$ cat src/rtl/nrpe_pkg.sv
// ============================================================================
// nrpe_pkg: shared types and constants for the NMEA RMC position extractor
// Character codes, token numbers, result kinds, payload structs and the
// readout state type.
// ============================================================================
package nrpe_pkg;

    localparam logic [7:0] NEWLINE_CODE = 8'd10;
    localparam logic [7:0] COMMA_CODE   = 8'd44;
    localparam logic [7:0] DOT_CODE     = 8'd46;
    localparam logic [7:0] ZERO_CODE    = 8'd0;

    localparam logic [2:0] TOKEN_LAT  = 3'd4;
    localparam logic [2:0] TOKEN_HEMI = 3'd5;
    localparam logic [2:0] TOKEN_LON  = 3'd6;
    localparam logic [2:0] TOKEN_MAX  = 3'd7;

    localparam logic [1:0] KIND_LAT  = 2'd0;
    localparam logic [1:0] KIND_HEMI = 2'd1;
    localparam logic [1:0] KIND_LON  = 2'd2;
    localparam logic [1:0] KIND_NONE = 2'd3;

    typedef struct packed {
        logic [7:0] rx_byte;
    } t_rx_item;

    typedef struct packed {
        logic [1:0] field_kind;
        logic [7:0] char_code;
        logic       last;
    } t_result;

    typedef enum logic [1:0] {
        ST_IDLE,
        ST_START,
        ST_READ,
        ST_SHOW
    } t_drain_state;

endpackage

$ cat src/rtl/nrpe_stream_if.sv
// ============================================================================
// nrpe_stream_if: valid/ready stream channel
// One transfer happens at a rising edge where valid and ready are both high.
// ============================================================================
interface nrpe_stream_if #(
    parameter type t_payload = logic
);
    logic     valid;
    logic     ready;
    t_payload payload;

    modport source (output valid, output payload, input ready);
    modport sink   (input valid, input payload, output ready);
endinterface

$ cat src/rtl/nrpe_ram.sv
// ============================================================================
// nrpe_ram: generic simple dual-port RAM
// One write port, one read port, read data registered.
// ============================================================================
module nrpe_ram #(
    parameter int WIDTH = 8,
    parameter int DEPTH = 76
) (
    input  logic                     i_clk,
    input  logic                     i_we,
    input  logic [$clog2(DEPTH)-1:0] i_waddr,
    input  logic [WIDTH-1:0]         i_wdata,
    input  logic                     i_re,
    input  logic [$clog2(DEPTH)-1:0] i_raddr,
    output logic [WIDTH-1:0]         o_rdata
);
    logic [WIDTH-1:0] r_mem [DEPTH];
    logic [WIDTH-1:0] r_rdata;

    always_ff @(posedge i_clk) begin
        if (i_we) begin
            r_mem[i_waddr] <= i_wdata;
        end
        if (i_re) begin
            r_rdata <= r_mem[i_raddr];
        end
    end

    assign o_rdata = r_rdata;
endmodule

$ cat src/rtl/nmea_rmc_position_extractor.sv
// ============================================================================
// nmea_rmc_position_extractor: latitude/hemisphere/longitude field extractor
// Splits received NMEA lines on commas and returns the stored position
// characters on every newline.
// ============================================================================
// Usage: feed received serial bytes on i_rx, one per transfer. Each line is
// split into tokens on commas (runs of commas count as one separator); the
// byte just before the newline is dropped, a zero byte ends the line's
// content, and a line that reaches LINE_BYTES bytes without a newline
// restarts. Tokens 4, 5 and 6 (latitude, hemisphere letter, longitude) are
// captured, truncated to FIELD_CHARS characters (one for the hemisphere).
// On a newline, freshly captured fields are committed (latitude and
// longitude get their first dot moved two places left when it sits at
// position 2 or later) and every stored character is sent on o_res in the
// order latitude, hemisphere, longitude, with last set on the final one; a
// single result of kind 3 comes out when nothing is stored yet. Timing: a
// non-newline byte never holds off input, so bytes may arrive back to back.
// A newline holds off input until its last result is taken; there are at
// most 2*FIELD_CHARS+1 results. A start state picks the first field, the
// character store is one RAM with a registered read, and each result passes
// through a read state and then the output register. Latitude and
// longitude each own two banks in the RAM; capture writes the idle bank and
// a commit just swaps banks, and the dot fix is applied on readout by
// remapping the read address, so the stored text is never rewritten.
// ============================================================================
module nmea_rmc_position_extractor #(
    parameter int FIELD_CHARS = 19,
    parameter int LINE_BYTES  = 128
) (
    input  logic          i_clk,
    input  logic          i_rst_n,
    nrpe_stream_if.sink   i_rx,
    nrpe_stream_if.source o_res
);
    import nrpe_pkg::*;

    localparam int LEN_W  = $clog2(FIELD_CHARS + 1);
    localparam int POS_W  = $clog2(LINE_BYTES);
    localparam int DEPTH  = 4 * FIELD_CHARS;
    localparam int ADDR_W = $clog2(DEPTH);

    // RAM slot base: {is_lon, bank} selects one of four FIELD_CHARS regions.
    function automatic logic [ADDR_W-1:0] slot_addr(input logic is_lon, input logic bank,
                                                    input logic [LEN_W-1:0] idx);
        logic [1:0] slot;
        slot = {is_lon, bank};
        return ADDR_W'(slot) * ADDR_W'(FIELD_CHARS) + ADDR_W'(idx);
    endfunction

    // ---------------------------------------------------------------- state
    t_drain_state r_state, n_state;

    logic [POS_W-1:0] r_pos, n_pos;
    logic [7:0]       r_held_char, n_held_char;
    logic             r_held_valid, n_held_valid;
    logic             r_ended, n_ended;
    logic [2:0]       r_tok, n_tok;
    logic             r_inside, n_inside;

    // work side (field being captured on the current line)
    logic [LEN_W-1:0] r_lat_len, n_lat_len;
    logic             r_lat_fresh, n_lat_fresh;
    logic [LEN_W-1:0] r_lat_dot, n_lat_dot;
    logic             r_lat_dot_seen, n_lat_dot_seen;
    logic [LEN_W-1:0] r_lon_len, n_lon_len;
    logic             r_lon_fresh, n_lon_fresh;
    logic [LEN_W-1:0] r_lon_dot, n_lon_dot;
    logic             r_lon_dot_seen, n_lon_dot_seen;
    logic [7:0]       r_hemi_work, n_hemi_work;
    logic             r_hemi_fresh, n_hemi_fresh;

    // stored side (last committed fields)
    logic             r_lat_bank, n_lat_bank;
    logic [LEN_W-1:0] r_lat_slen, n_lat_slen;
    logic             r_lat_fix, n_lat_fix;
    logic [LEN_W-1:0] r_lat_sdot, n_lat_sdot;
    logic             r_lon_bank, n_lon_bank;
    logic [LEN_W-1:0] r_lon_slen, n_lon_slen;
    logic             r_lon_fix, n_lon_fix;
    logic [LEN_W-1:0] r_lon_sdot, n_lon_sdot;
    logic [7:0]       r_hemi_store, n_hemi_store;
    logic             r_hemi_slen, n_hemi_slen;

    // readout position and output register
    logic [1:0]       r_kind, n_kind;
    logic [LEN_W-1:0] r_idx, n_idx;
    logic [1:0]       r_out_kind, n_out_kind;
    logic [7:0]       r_out_char, n_out_char;
    logic             r_out_last, n_out_last;
    logic             r_out_ram, n_out_ram;

    // RAM port signals
    logic              ram_we;
    logic [ADDR_W-1:0] ram_waddr;
    logic              ram_re;
    logic [ADDR_W-1:0] ram_raddr;
    logic [7:0]        ram_rdata;

    logic       rx_fire;
    logic       res_fire;
    logic [7:0] rx_byte;

    assign rx_byte  = i_rx.payload.rx_byte;
    assign rx_fire  = i_rx.valid && i_rx.ready;
    assign res_fire = o_res.valid && o_res.ready;

    nrpe_ram #(
        .WIDTH (8),
        .DEPTH (DEPTH)
    ) u_char_ram (
        .i_clk   (i_clk),
        .i_we    (ram_we),
        .i_waddr (ram_waddr),
        .i_wdata (r_held_char),
        .i_re    (ram_re),
        .i_raddr (ram_raddr),
        .o_rdata (ram_rdata)
    );

    // ------------------------------------------------------ line capture
    // Tokenize the held byte when the next byte arrives, so the byte right
    // before the newline is never tokenized.
    always_comb begin
        logic             starting;
        logic [LEN_W-1:0] base_len;
        n_pos          = r_pos;
        n_held_char    = r_held_char;
        n_held_valid   = r_held_valid;
        n_ended        = r_ended;
        n_tok          = r_tok;
        n_inside       = r_inside;
        n_lat_len      = r_lat_len;
        n_lat_fresh    = r_lat_fresh;
        n_lat_dot      = r_lat_dot;
        n_lat_dot_seen = r_lat_dot_seen;
        n_lon_len      = r_lon_len;
        n_lon_fresh    = r_lon_fresh;
        n_lon_dot      = r_lon_dot;
        n_lon_dot_seen = r_lon_dot_seen;
        n_hemi_work    = r_hemi_work;
        n_hemi_fresh   = r_hemi_fresh;
        n_lat_bank     = r_lat_bank;
        n_lat_slen     = r_lat_slen;
        n_lat_fix      = r_lat_fix;
        n_lat_sdot     = r_lat_sdot;
        n_lon_bank     = r_lon_bank;
        n_lon_slen     = r_lon_slen;
        n_lon_fix      = r_lon_fix;
        n_lon_sdot     = r_lon_sdot;
        n_hemi_store   = r_hemi_store;
        n_hemi_slen    = r_hemi_slen;
        ram_we         = 1'b0;
        ram_waddr      = '0;
        starting       = 1'b0;
        base_len       = '0;

        if (rx_fire) begin
            if (rx_byte != NEWLINE_CODE) begin
                if (!r_ended) begin
                    if (rx_byte == ZERO_CODE) begin
                        // drop the held byte and ignore the rest of the line
                        n_held_valid = 1'b0;
                        n_ended      = 1'b1;
                    end else begin
                        if (r_held_valid) begin
                            if (r_held_char == COMMA_CODE) begin
                                n_inside = 1'b0;
                            end else begin
                                starting = !r_inside;
                                n_inside = 1'b1;
                                if (starting && r_tok != TOKEN_MAX) begin
                                    n_tok = r_tok + 3'd1;
                                end
                                if (n_tok == TOKEN_LAT) begin
                                    base_len = starting ? '0 : r_lat_len;
                                    if (starting) begin
                                        n_lat_len      = '0;
                                        n_lat_fresh    = 1'b1;
                                        n_lat_dot_seen = 1'b0;
                                    end
                                    if (base_len < LEN_W'(FIELD_CHARS)) begin
                                        ram_we    = 1'b1;
                                        ram_waddr = slot_addr(1'b0, ~r_lat_bank, base_len);
                                        n_lat_len = base_len + LEN_W'(1);
                                        if (r_held_char == DOT_CODE &&
                                            (starting || !r_lat_dot_seen)) begin
                                            n_lat_dot_seen = 1'b1;
                                            n_lat_dot      = base_len;
                                        end
                                    end
                                end else if (n_tok == TOKEN_HEMI) begin
                                    if (starting) begin
                                        n_hemi_work  = r_held_char;
                                        n_hemi_fresh = 1'b1;
                                    end
                                end else if (n_tok == TOKEN_LON) begin
                                    base_len = starting ? '0 : r_lon_len;
                                    if (starting) begin
                                        n_lon_len      = '0;
                                        n_lon_fresh    = 1'b1;
                                        n_lon_dot_seen = 1'b0;
                                    end
                                    if (base_len < LEN_W'(FIELD_CHARS)) begin
                                        ram_we    = 1'b1;
                                        ram_waddr = slot_addr(1'b1, ~r_lon_bank, base_len);
                                        n_lon_len = base_len + LEN_W'(1);
                                        if (r_held_char == DOT_CODE &&
                                            (starting || !r_lon_dot_seen)) begin
                                            n_lon_dot_seen = 1'b1;
                                            n_lon_dot      = base_len;
                                        end
                                    end
                                end
                            end
                        end
                        n_held_char  = rx_byte;
                        n_held_valid = 1'b1;
                    end
                end
                // line wrap: restart the line, keep the stores
                if (r_pos == POS_W'(LINE_BYTES - 1)) begin
                    n_pos        = '0;
                    n_held_valid = 1'b0;
                    n_ended      = 1'b0;
                    n_tok        = '0;
                    n_inside     = 1'b0;
                    n_lat_len    = '0;
                    n_lat_fresh  = 1'b0;
                    n_lon_len    = '0;
                    n_lon_fresh  = 1'b0;
                    n_hemi_fresh = 1'b0;
                end else begin
                    n_pos = r_pos + POS_W'(1);
                end
            end else begin
                // newline: commit fresh fields by swapping banks
                if (r_lat_fresh) begin
                    n_lat_bank = ~r_lat_bank;
                    n_lat_slen = r_lat_len;
                    n_lat_fix  = r_lat_dot_seen && (r_lat_dot >= LEN_W'(2));
                    n_lat_sdot = r_lat_dot;
                end
                if (r_hemi_fresh) begin
                    n_hemi_store = r_hemi_work;
                    n_hemi_slen  = 1'b1;
                end
                if (r_lon_fresh) begin
                    n_lon_bank = ~r_lon_bank;
                    n_lon_slen = r_lon_len;
                    n_lon_fix  = r_lon_dot_seen && (r_lon_dot >= LEN_W'(2));
                    n_lon_sdot = r_lon_dot;
                end
                n_pos        = '0;
                n_held_valid = 1'b0;
                n_ended      = 1'b0;
                n_tok        = '0;
                n_inside     = 1'b0;
                n_lat_len    = '0;
                n_lat_fresh  = 1'b0;
                n_lon_len    = '0;
                n_lon_fresh  = 1'b0;
                n_hemi_fresh = 1'b0;
            end
        end
    end

    // ------------------------------------------------------ readout walk
    // First position and the position after (r_kind, r_idx), in the order
    // latitude, hemisphere, longitude.
    logic [1:0]       first_kind, next_kind;
    logic             next_has;
    logic [LEN_W-1:0] next_idx;

    always_comb begin
        if (r_lat_slen != '0) begin
            first_kind = KIND_LAT;
        end else if (r_hemi_slen) begin
            first_kind = KIND_HEMI;
        end else if (r_lon_slen != '0) begin
            first_kind = KIND_LON;
        end else begin
            first_kind = KIND_NONE;
        end
    end

    always_comb begin
        logic after_lat;
        logic after_hemi;
        next_has   = 1'b0;
        next_kind  = KIND_NONE;
        next_idx   = '0;
        after_lat  = 1'b0;
        after_hemi = 1'b0;
        case (r_kind)
            KIND_LAT: begin
                if (r_idx + LEN_W'(1) < r_lat_slen) begin
                    next_has  = 1'b1;
                    next_kind = KIND_LAT;
                    next_idx  = r_idx + LEN_W'(1);
                end else begin
                    after_lat = 1'b1;
                end
            end
            KIND_HEMI: after_hemi = 1'b1;
            KIND_LON: begin
                if (r_idx + LEN_W'(1) < r_lon_slen) begin
                    next_has  = 1'b1;
                    next_kind = KIND_LON;
                    next_idx  = r_idx + LEN_W'(1);
                end
            end
            default: next_has = 1'b0;
        endcase
        if (after_lat && r_hemi_slen) begin
            next_has  = 1'b1;
            next_kind = KIND_HEMI;
        end else if ((after_lat || after_hemi) && r_lon_slen != '0) begin
            next_has  = 1'b1;
            next_kind = KIND_LON;
        end
    end

    // read address with the dot fix folded in: at the dot's new place emit
    // a dot, the next two places read one position back
    logic             cur_fix;
    logic [LEN_W-1:0] cur_sdot;
    logic [LEN_W-1:0] rd_idx;
    logic             emit_dot;

    always_comb begin
        cur_fix  = (r_kind == KIND_LON) ? r_lon_fix : r_lat_fix;
        cur_sdot = (r_kind == KIND_LON) ? r_lon_sdot : r_lat_sdot;
        rd_idx   = r_idx;
        emit_dot = cur_fix && (r_idx + LEN_W'(2) == cur_sdot);
        if (cur_fix && (r_idx == cur_sdot || r_idx + LEN_W'(1) == cur_sdot)) begin
            rd_idx = r_idx - LEN_W'(1);
        end
        ram_raddr = slot_addr(r_kind == KIND_LON,
                              (r_kind == KIND_LON) ? r_lon_bank : r_lat_bank, rd_idx);
    end

    // ------------------------------------------------------ next state
    always_comb begin
        n_state = r_state;
        unique case (r_state)
            ST_IDLE: begin
                if (rx_fire && rx_byte == NEWLINE_CODE) begin
                    n_state = ST_START;
                end
            end
            ST_START: n_state = ST_READ;
            ST_READ:  n_state = ST_SHOW;
            ST_SHOW: begin
                if (res_fire) begin
                    n_state = r_out_last ? ST_IDLE : ST_READ;
                end
            end
            default: n_state = ST_IDLE;
        endcase
    end

    // ------------------------------------------------------ outputs
    always_comb begin
        i_rx.ready  = (r_state == ST_IDLE);
        o_res.valid = (r_state == ST_SHOW);
        ram_re      = (r_state == ST_READ) && (r_kind == KIND_LAT || r_kind == KIND_LON)
                      && !emit_dot;
        n_kind      = r_kind;
        n_idx       = r_idx;
        n_out_kind  = r_out_kind;
        n_out_char  = r_out_char;
        n_out_last  = r_out_last;
        n_out_ram   = r_out_ram;
        unique case (r_state)
            ST_START: begin
                n_kind = first_kind;
                n_idx  = '0;
            end
            ST_READ: begin
                n_out_kind = r_kind;
                n_out_last = !next_has;
                case (r_kind)
                    KIND_HEMI: begin
                        n_out_ram  = 1'b0;
                        n_out_char = r_hemi_store;
                    end
                    KIND_NONE: begin
                        n_out_ram  = 1'b0;
                        n_out_char = ZERO_CODE;
                    end
                    default: begin
                        n_out_ram  = !emit_dot;
                        n_out_char = DOT_CODE;
                    end
                endcase
            end
            ST_SHOW: begin
                if (res_fire) begin
                    n_kind = next_kind;
                    n_idx  = next_idx;
                end
            end
            default: n_kind = r_kind;
        endcase
    end

    assign o_res.payload.field_kind = r_out_kind;
    assign o_res.payload.char_code  = r_out_ram ? ram_rdata : r_out_char;
    assign o_res.payload.last       = r_out_last;

    // ------------------------------------------------------ registers
    always_ff @(posedge i_clk) begin
        if (!i_rst_n) begin
            r_state        <= ST_IDLE;
            r_pos          <= '0;
            r_held_valid   <= 1'b0;
            r_ended        <= 1'b0;
            r_tok          <= '0;
            r_inside       <= 1'b0;
            r_lat_len      <= '0;
            r_lat_fresh    <= 1'b0;
            r_lat_dot_seen <= 1'b0;
            r_lon_len      <= '0;
            r_lon_fresh    <= 1'b0;
            r_lon_dot_seen <= 1'b0;
            r_hemi_fresh   <= 1'b0;
            r_lat_bank     <= 1'b0;
            r_lat_slen     <= '0;
            r_lat_fix      <= 1'b0;
            r_lon_bank     <= 1'b0;
            r_lon_slen     <= '0;
            r_lon_fix      <= 1'b0;
            r_hemi_slen    <= 1'b0;
            r_kind         <= KIND_NONE;
            r_idx          <= '0;
            r_out_last     <= 1'b0;
            r_out_ram      <= 1'b0;
        end else begin
            r_state        <= n_state;
            r_pos          <= n_pos;
            r_held_valid   <= n_held_valid;
            r_ended        <= n_ended;
            r_tok          <= n_tok;
            r_inside       <= n_inside;
            r_lat_len      <= n_lat_len;
            r_lat_fresh    <= n_lat_fresh;
            r_lat_dot_seen <= n_lat_dot_seen;
            r_lon_len      <= n_lon_len;
            r_lon_fresh    <= n_lon_fresh;
            r_lon_dot_seen <= n_lon_dot_seen;
            r_hemi_fresh   <= n_hemi_fresh;
            r_lat_bank     <= n_lat_bank;
            r_lat_slen     <= n_lat_slen;
            r_lat_fix      <= n_lat_fix;
            r_lon_bank     <= n_lon_bank;
            r_lon_slen     <= n_lon_slen;
            r_lon_fix      <= n_lon_fix;
            r_hemi_slen    <= n_hemi_slen;
            r_kind         <= n_kind;
            r_idx          <= n_idx;
            r_out_last     <= n_out_last;
            r_out_ram      <= n_out_ram;
        end
    end

    // payload registers: no reset
    always_ff @(posedge i_clk) begin
        r_held_char  <= n_held_char;
        r_lat_dot    <= n_lat_dot;
        r_lon_dot    <= n_lon_dot;
        r_hemi_work  <= n_hemi_work;
        r_lat_sdot   <= n_lat_sdot;
        r_lon_sdot   <= n_lon_sdot;
        r_hemi_store <= n_hemi_store;
        r_out_kind   <= n_out_kind;
        r_out_char   <= n_out_char;
    end

endmodule

$ cat src/flat_wrapper.sv
// flat-port wrapper written by rule: the top's interface ports become plain ports
module nmea_rmc_position_extractor_flat import nrpe_pkg::*;
#(
    parameter int FIELD_CHARS = 19,
    parameter int LINE_BYTES  = 128
)
  (i_clk, i_rst_n, i_rx_valid, i_rx_payload, i_rx_ready, o_res_valid, o_res_payload, o_res_ready);
  nrpe_stream_if #(.t_payload(t_rx_item)) i_rx_i ();
  nrpe_stream_if #(.t_payload(t_result)) o_res_i ();
  input  logic i_clk;
  input  logic i_rst_n;
  input wire logic [$bits(i_rx_i.valid)-1:0] i_rx_valid;
  input wire logic [$bits(i_rx_i.payload)-1:0] i_rx_payload;
  output wire logic [$bits(i_rx_i.ready)-1:0] i_rx_ready;
  output wire logic [$bits(o_res_i.valid)-1:0] o_res_valid;
  output wire logic [$bits(o_res_i.payload)-1:0] o_res_payload;
  input wire logic [$bits(o_res_i.ready)-1:0] o_res_ready;
  assign i_rx_i.valid = i_rx_valid;
  assign i_rx_i.payload = i_rx_payload;
  assign i_rx_ready = i_rx_i.ready;
  assign o_res_valid = o_res_i.valid;
  assign o_res_payload = o_res_i.payload;
  assign o_res_i.ready = o_res_ready;
  nmea_rmc_position_extractor #(.FIELD_CHARS(FIELD_CHARS), .LINE_BYTES(LINE_BYTES)) u_core (.i_clk(i_clk), .i_rst_n(i_rst_n), .i_rx(i_rx_i), .o_res(o_res_i));
endmodule
$ cat config.mk
export PLATFORM = sky130hd
export DESIGN_NAME = nmea_rmc_position_extractor_flat
export DESIGN_NICKNAME = d
export VERILOG_FILES = /design/src/rtl/nrpe_pkg.sv /design/src/rtl/nrpe_stream_if.sv /design/src/rtl/nrpe_ram.sv /design/src/rtl/nmea_rmc_position_extractor.sv /design/src/flat_wrapper.sv
export SDC_FILE = /design/constraint.sdc
export NUM_CORES = 1
export LEC_CHECK = 0
export ABC_AREA = 1
export BUFFER_PORTS_ARGS = -buffer_cell sky130_fd_sc_hd__buf_2
export CAP_MARGIN = 40
export CORE_MARGIN = 1
export CORE_UTILIZATION = 57
export DETAILED_ROUTE_END_ITERATION = 16
export PLACE_DENSITY_LB_ADDON = 0.3
export SYNTH_ARGS = -nofsm -noshare
export SYNTH_HDL_FRONTEND = slang
export SYNTH_SLANG_ARGS = --single-unit
$ cat constraint.sdc
create_clock -name i_clk -period 4.2 [get_ports i_clk]
set_clock_uncertainty 0.2 [all_clocks]
set_input_delay 0.21 -clock i_clk [delete_from_list [all_inputs] [get_ports i_clk]]
set_output_delay 0.21 -clock i_clk [all_outputs]
set_load 0.1 [all_outputs]
==> reports/metrics.cfg, run 1 <==
[yosys]
synth-edff-count = 670
syn_inst = 2934
syn_area_mm2 = 0.0313
synth_area_leader_cell = edfxtp_1
synthArstFlopShare = 0
synth_ff_type = edfxtp_1
synth-seq-cells = 724
synth_top_area_frac = 0.643
ys_warn_count = 0
ys_seq_area_frac = 0.677
avgSynthCellArea_um2 = 10.7
ys_types = 46
netlist_top_cells_area = edfxtp_1, nor2_1, nand2_1, nand3_1, o21ai_0
synth_fp_nets = 2982

[timing]
min_period_ps = 4090
relSlewSlack = 0.431
period_share = 0.974
setup-tns-final_ps = 0
worstMarginPinSlew_ps = 852
rsz0062_at_grt = yes
setup_ws_ps = 108
fmax_mhz = 244
whs_ps = 99.0
hold_viol = 0
slew_viol_final = 0
setup_viol = 0

[placed_design]
dp_hpwl_mm = 52.6
port-buffer-count = 24
dp_slack_ps = -183
gp_congestion = 0.939

[routing]
firstDrtPassIters = 6
drt_wl_total_mm = 83.4
avgRoutedWirePerCell_um = 21.8
drtAntennaViolNets = 0
viasPerCell = 5.89
vias = 22500
drt-initial-drc-count = 2649
drc = 0

[clocking]
cts_buffers = 76
clk_pin_slew_ps = 60
cts_tree = yes
ctsRootBufferMaster = clkbuf_16
clk-insertion-delay-late_ps = 630
htreeDepth = 3
cts.sinks = 724
clk_path_buf_depth = 3

[hold_path]
min-delay-start = i_rx_payload[2]
min_to = u_core.r_held_char[2]
hp-class = in -> reg
min_path_cells = 2

[grt]
grt_pass1_wl_mm = 126
antenna_found_initial = 3
grt_pass1_vias = 22000
globalRoute.totalOverflow = 0
grt_start_max_net_pins = 67
grt_use_total = 0.297

[setup_path]
crit_required_ps = 4380
reg2regPathDepth = 24
rr_endpoint = u_core.u_char_ram.o_rdata[0]
cp_data_arrival_time_ps = 4270
cp-start-kind = register
crit_start = u_core.r_kind[0]
r2r-start = u_core.r_kind[0]
reg2reg_slack_ps = 110
crit_fanout = 8
critPathCaptureType = register
crit_type = reg -> reg

[finish]
area_delta_synth_final_pct = 16.3
final_common_cell = edfxtp_1
layout_common_cells = edfxtp_1, nor2_1, nand2_1
fin_nets = 3116
fillers = 4008
drive_gt1_frac = 0.136
antenna_cells = 0

[die]
die_w_um = 236
start_util = 0.579
ios = 25
core_mm2 = 0.0540
die_height_um = 236
std_cell_rows = 85
dieArea_mm2 = 0.0559

[power_and_ir_drop]
p_clk_frac = 0.423
pwr-share-comb = 0.072
power.switching_mw = 3.59
intPower_mw = 12.2
switching_share = 0.227
power_density_mw_per_mm2 = 434
p_leak_nw = 13.6
ir_drop_uv = 327
p_seq_frac = 0.506

[flow_run]
maxCapViolations = 0

[outcome]
status = finished clean

[power by group through the flow]
| stage | combinational (mW) | sequential [mW] | clock, mW |
|---|---|---|---|
| after floorplan | 0.505 | 8.23 | 0 |
| after global placement | 0.977 | 8.15 | 0 |
| after detailed placement | 1.03 | 8.14 | 0 |
| after CTS | 1.05 | 7.99 | 6.72 |
| after global routing | 1.20 | 7.99 | 6.98 |
| final | 1.13 | 7.99 | 6.68 |
[registers in the layout (all words and copies together) (netlist names), 2 cells and up]
| name | cells |
|---|---|
| u_core.r_pos | 7 |
| u_core.r_lat_sdot | 5 |
| u_core.r_lon_dot | 5 |
| u_core.r_lat_len | 5 |
| u_core.r_lon_len | 5 |
| u_core.r_kind | 2 |
| u_core.r_out_char | 8 |
| u_core.r_lon_sdot | 5 |
| u_core.r_state | 2 |
| u_core.r_hemi_store | 8 |
| u_core.r_lon_slen | 5 |
| u_core.r_lat_slen | 5 |
| u_core.r_out_kind | 2 |
| u_core.r_lat_dot | 5 |
| u_core.r_held_char | 8 |
| u_core.u_char_ram.o_rdata | 8 |
| u_core.r_idx | 5 |
| u_core.r_hemi_work | 8 |
| u_core.u_char_ram.r_mem | 608 |
| u_core.r_tok | 3 |
[metal layers]
| layer | routed length, µm | share of wire | vias to the layer above | GRT usage |
|---|---|---|---|---|
| li1 | - | - | 10400 | - |
| met5 | 12 | 0.00014 | - | 0 |
| met2 | 39600 | 0.47 | 1101 | 0.484 |
| met1 | 33600 | 0.40 | 10900 | 0.401 |
| met3 | 7150 | 0.086 | 175 | 0.0516 |
| met4 | 3060 | 0.037 | 2 | 0.108 |
[worst max-delay path: stages (launching register included)]
cell     delay, ps
dfxtp_2        320
inv_2           70
nand2_4         80
buf_6          140
o21ai_0        260
xor2_1         130
nor2_1         110
nand2_1         90
nand2_4         90
nand2_4         70
nand2_2         90
o21ai_2         50
ha_1           320
ha_4           150
inv_2           40
fa_2           680
buf_6          180
buf_12         140
nand3_1        130
nand3_1        120
nand3_2        110
nand3_1        100
nand2_1         70
nand2_1         60
nand2_1         40
[repair_timing]
action,CTS,global route
hold endpoints to repair,38,0
hold buffers,11,0
buffers inserted,1,8
gates resized for setup,10,86
gates cloned,0,6
endpoints found under the setup margin,8,8
pin swaps,2,22
[layout make-up]
class	instances	area, µm²	area share
Timing Repair Buffer	196	1990	0.0548
Clock inverter	46	435	0.0120
Sequential cell	724	21200	0.582
Inverter	198	758	0.0208
Tap cell	696	871	0.0239
Multi-Input combinational cell	1872	9140	0.251
Clock buffer	94	2010	0.0552
[per-stage QoR]
stage	total power, mW	instance area [µm²]	std cells	utilization
final	15.8	36400	3826	0.674
after global placement	9.12	33100	3651	0.612
after detailed placement	9.18	33300	3660	0.616
after global routing	16.2	36400	3826	0.674
after floorplan	8.73	31300	2934	-
after CTS	15.8	35900	3812	0.664
[kinds of logic (layout without fill, tap and decap cells)]
| family | count (synthesis) | after routing | synth area share |
|---|---|---|---|
| simple gates | 1438 | 1438 | 0.191 |
| flops | 724 | 724 | 0.677 |
| compound gates | 370 | 370 | 0.0657 |
| buf+inv | 338 | 534 | 0.0425 |
| fa+ha+maj | 36 | 36 | 0.0149 |
| xor+xnor | 20 | 20 | 0.00560 |
| mux | 8 | 8 | 0.00288 |
[synth_stat cells, types with 22 or more instances]
| cell type | number |
|---|---|
| a21oi_1 | 46 |
| buf_1 | 26 |
| buf_2 | 25 |
| clkbuf_1 | 83 |
| dfxtp_1 | 54 |
| edfxtp_1 | 670 |
| ha_1 | 34 |
| inv_1 | 191 |
| nand2_1 | 527 |
| nand2_2 | 22 |
| nand3_1 | 313 |
| nor2_1 | 537 |
| o21ai_0 | 250 |
[how the worst max path moves through the flow]
stage / to / slack, ps / cells past startpoint
floorplan: u_core.u_char_ram.o_rdata[0] / 70 / 25
global placement: u_core.u_char_ram.o_rdata[7] / -70 / 23
detailed placement: u_core.u_char_ram.o_rdata[6] / -180 / 23
CTS: u_core.u_char_ram.o_rdata[7] / 5 / 23
global route: u_core.u_char_ram.o_rdata[0] / -70 / 24
finish: u_core.u_char_ram.o_rdata[0] / 110 / 24
No activity file was read; power rests on OpenSTA's default activity.
==> inputs of run 2 (changes only) <==
--- a/config.mk
+++ b/config.mk
@@ -12,6 +12,7 @@
 export CORE_UTILIZATION = 57
 export DETAILED_ROUTE_END_ITERATION = 16
 export PLACE_DENSITY_LB_ADDON = 0.3
+export REMOVE_ABC_BUFFERS = 1
 export SYNTH_ARGS = -nofsm -noshare
 export SYNTH_HDL_FRONTEND = slang
 export SYNTH_SLANG_ARGS = --single-unit
==> reports/metrics.cfg, run 2 (same netlist as run 1, synthesis figures left out) <==
[grt]
grt_pass1_vias = 22000  ; +0.14%
grt_use_total = 0.294  ; -0.00281
antenna_found_initial = 2  ; -1
globalRoute.totalOverflow = 0  ; unchanged
grt_pass1_wl_mm = 125  ; -1.4%
grt_start_max_net_pins = 136  ; +100%

[die]
ios = 25  ; unchanged
start_util = 0.579  ; unchanged
std_cell_rows = 85  ; unchanged
die_w_um = 236  ; unchanged
die_height_um = 236  ; unchanged
core_mm2 = 0.0540  ; unchanged
dieArea_mm2 = 0.0559  ; unchanged

[routing]
vias = 22500  ; -0.18%
drtAntennaViolNets = 0  ; unchanged
drt-initial-drc-count = 2785  ; +5.1%
viasPerCell = 5.91  ; +0.37%
drc = 0  ; unchanged
avgRoutedWirePerCell_um = 21.7  ; -0.50%
drt_wl_total_mm = 82.6  ; -1.0%
firstDrtPassIters = 7  ; +1

[placed_design]
port-buffer-count = 24  ; unchanged
gp_congestion = 0.978  ; +4.2%
dp_hpwl_mm = 51.6  ; -1.9%
place_area_mm2 = 0.0332  ; -0.43%

[setup_path]
crit_fanout = 8  ; unchanged
cp-endpoint = u_core.u_char_ram.o_rdata[6]
cp-start-kind = register
r2r-start = u_core.r_idx[1]
cp_data_arrival_time_ps = 4220  ; -50 ps
crit_required_ps = 4380  ; about the same
critPathCaptureType = register
reg2regPathDepth = 26  ; +8.3%
reg2reg_slack_ps = 160  ; +50 ps
crit_start = u_core.r_idx[1]
rr_endpoint = u_core.u_char_ram.o_rdata[6]
crit_type = reg -> reg

[clocking]
clk_path_buf_depth = 3  ; unchanged
htreeDepth = 3  ; unchanged
cts.sinks = 724  ; unchanged
cts_tree = yes
clk_pin_slew_ps = 60  ; about the same
clk-insertion-delay-late_ps = 620  ; about the same
ctsRootBufferMaster = clkbuf_16
cts_buffers = 74  ; -2.6%

[power_and_ir_drop]
p_leak_nw = 13.6  ; -0.29%
intPower_mw = 12.5  ; +2.1%
pwr-share-comb = 0.072  ; about the same
total_power_mw = 16.0  ; +1.5%
switching_share = 0.222  ; -0.00477
power.switching_mw = 3.57  ; -0.66%
p_seq_frac = 0.498  ; -0.008
p_clk_frac = 0.430  ; +0.007
ir_drop_uv = 338  ; +3.1%
power_density_mw_per_mm2 = 441  ; +1.6%

[finish]
final_common_cell = edfxtp_1
layout_common_cells = edfxtp_1, nor2_1, nand2_1
finish.instance_area_mm2 = 0.0364  ; about the same
largest_reg_flops = 608  ; unchanged
drive_gt1_frac = 0.131  ; -0.00519
largest-register = u_core.u_char_ram.r_mem
antenna_cells = 0  ; unchanged
post-route-util = 0.673  ; about the same
fin_nets = 3097  ; -0.61%
area_delta_synth_final_pct = 16.2  ; about the same

[timing]
setup_viol = 0  ; unchanged
rsz0062_at_grt = yes
min_period_ps = 4040  ; -49.6 ps
worstMarginPinSlew_ps = 884  ; +31.9 ps
whs_ps = 131  ; +32.2 ps
hold_viol = 0  ; unchanged
relSlewSlack = 0.409  ; -0.0228
fmax_mhz = 247  ; +1.2%
slew_viol_final = 0  ; unchanged
setup-tns-final_ps = 0  ; unchanged
period_share = 0.963  ; -0.0118

[hold_path]
hp-class = in -> reg
min-delay-start = i_rx_payload[6]
min_path_cells = 2  ; unchanged

[outcome]
status = finished clean

[flow_run]
maxCapViolations = 0  ; unchanged

## run 2: cell types whose count changed in the layout (fill, tap and decap cells not counted), moves of 3 or more
cell,before,now
clkbuf_8,0,4
clkinv_1,22,6
bufinv_16,8,11
dfxtp_1,49,52
nand3_1,267,273
o21ai_1,2,6
buf_4,117,98
o21ai_2,8,5
nand3_2,49,41
clkinv_2,10,19
clkbuf_16,82,85
## run 2: critical path, stage by stage, from the launching register on
cell and delay, ps:
dfxtp_2 350, ha_1 230, nand2_2 90, xor2_2 160, inv_1 70, nand2_1 50
nand2_1 60, nor2_2 90, nand3_1 90, nand2_2 90, nand2_2 60, nand2_1 60
o21ai_1 80, ha_1 340, ha_4 170, inv_1 70, fa_2 460, buf_12 180
inv_16 100, buf_12 150, nand3_1 140, nand3_2 120, nand3_2 110, nand3_2 120
nand2_1 60, nand2_1 60, nand2_1 40
## run 2: stage by stage
stage / worst slack [ps] / cells
global placement: -9.16 / 3638
detailed placement: -97.1 / 3647
global route: -27.3 / 3805
floorplan: -8430 / 2794
CTS: 17.8 / 3793
finish: 157 / 3805
## run 2: cell type report
class	count	area, µm²
clock buffer	96	2060
clock inverter	40	483
fill	3863	17600
inverter	198	767
multi-input combinational	1872	9100
sequential	724	21200
tap	696	871
timing repair buffer	179	1900
## run 2: how the worst min path moves through the flow
stage                             end  slack, ps
2_1_floorplan   u_core.r_held_char[0]        110
3_3_place_gp   u_core.r_hemi_store[0]        200
3_5_place_dp    u_core.r_held_char[0]        210
4_1_cts         u_core.r_held_char[0]        110
5_1_grt         u_core.r_held_char[5]        130
6_report        u_core.r_held_char[6]        130
## run 2: layer usage
layer  share of wire  track usage
met5         0.00031            0
met4           0.047        0.136
met3           0.096       0.0549
met2            0.47        0.472
met1            0.39        0.390
## run 2: repair_timing
item                                   in CTS  in global routing
pin swaps                                   0                  9
cloned                                      0                 10
setup buffers                               0                  2
setup endpoints to repair                   8                  8
resized for setup                          12                 68
endpoints found under the hold margin      40                  0
hold buffers                               11                  0
## run 2: power groups by stage
| stage | clock (mW) | sequential, mW | combinational [mW] |
|---|---|---|---|
| finish | 6.89 | 7.99 | 1.15 |
| CTS | 6.92 | 7.99 | 1.05 |
| detailed placement | 0 | 8.14 | 1.03 |
| floorplan | 0 | 8.24 | 0.478 |
| global placement | 0 | 8.15 | 0.982 |
| global route | 7.22 | 7.99 | 1.23 |
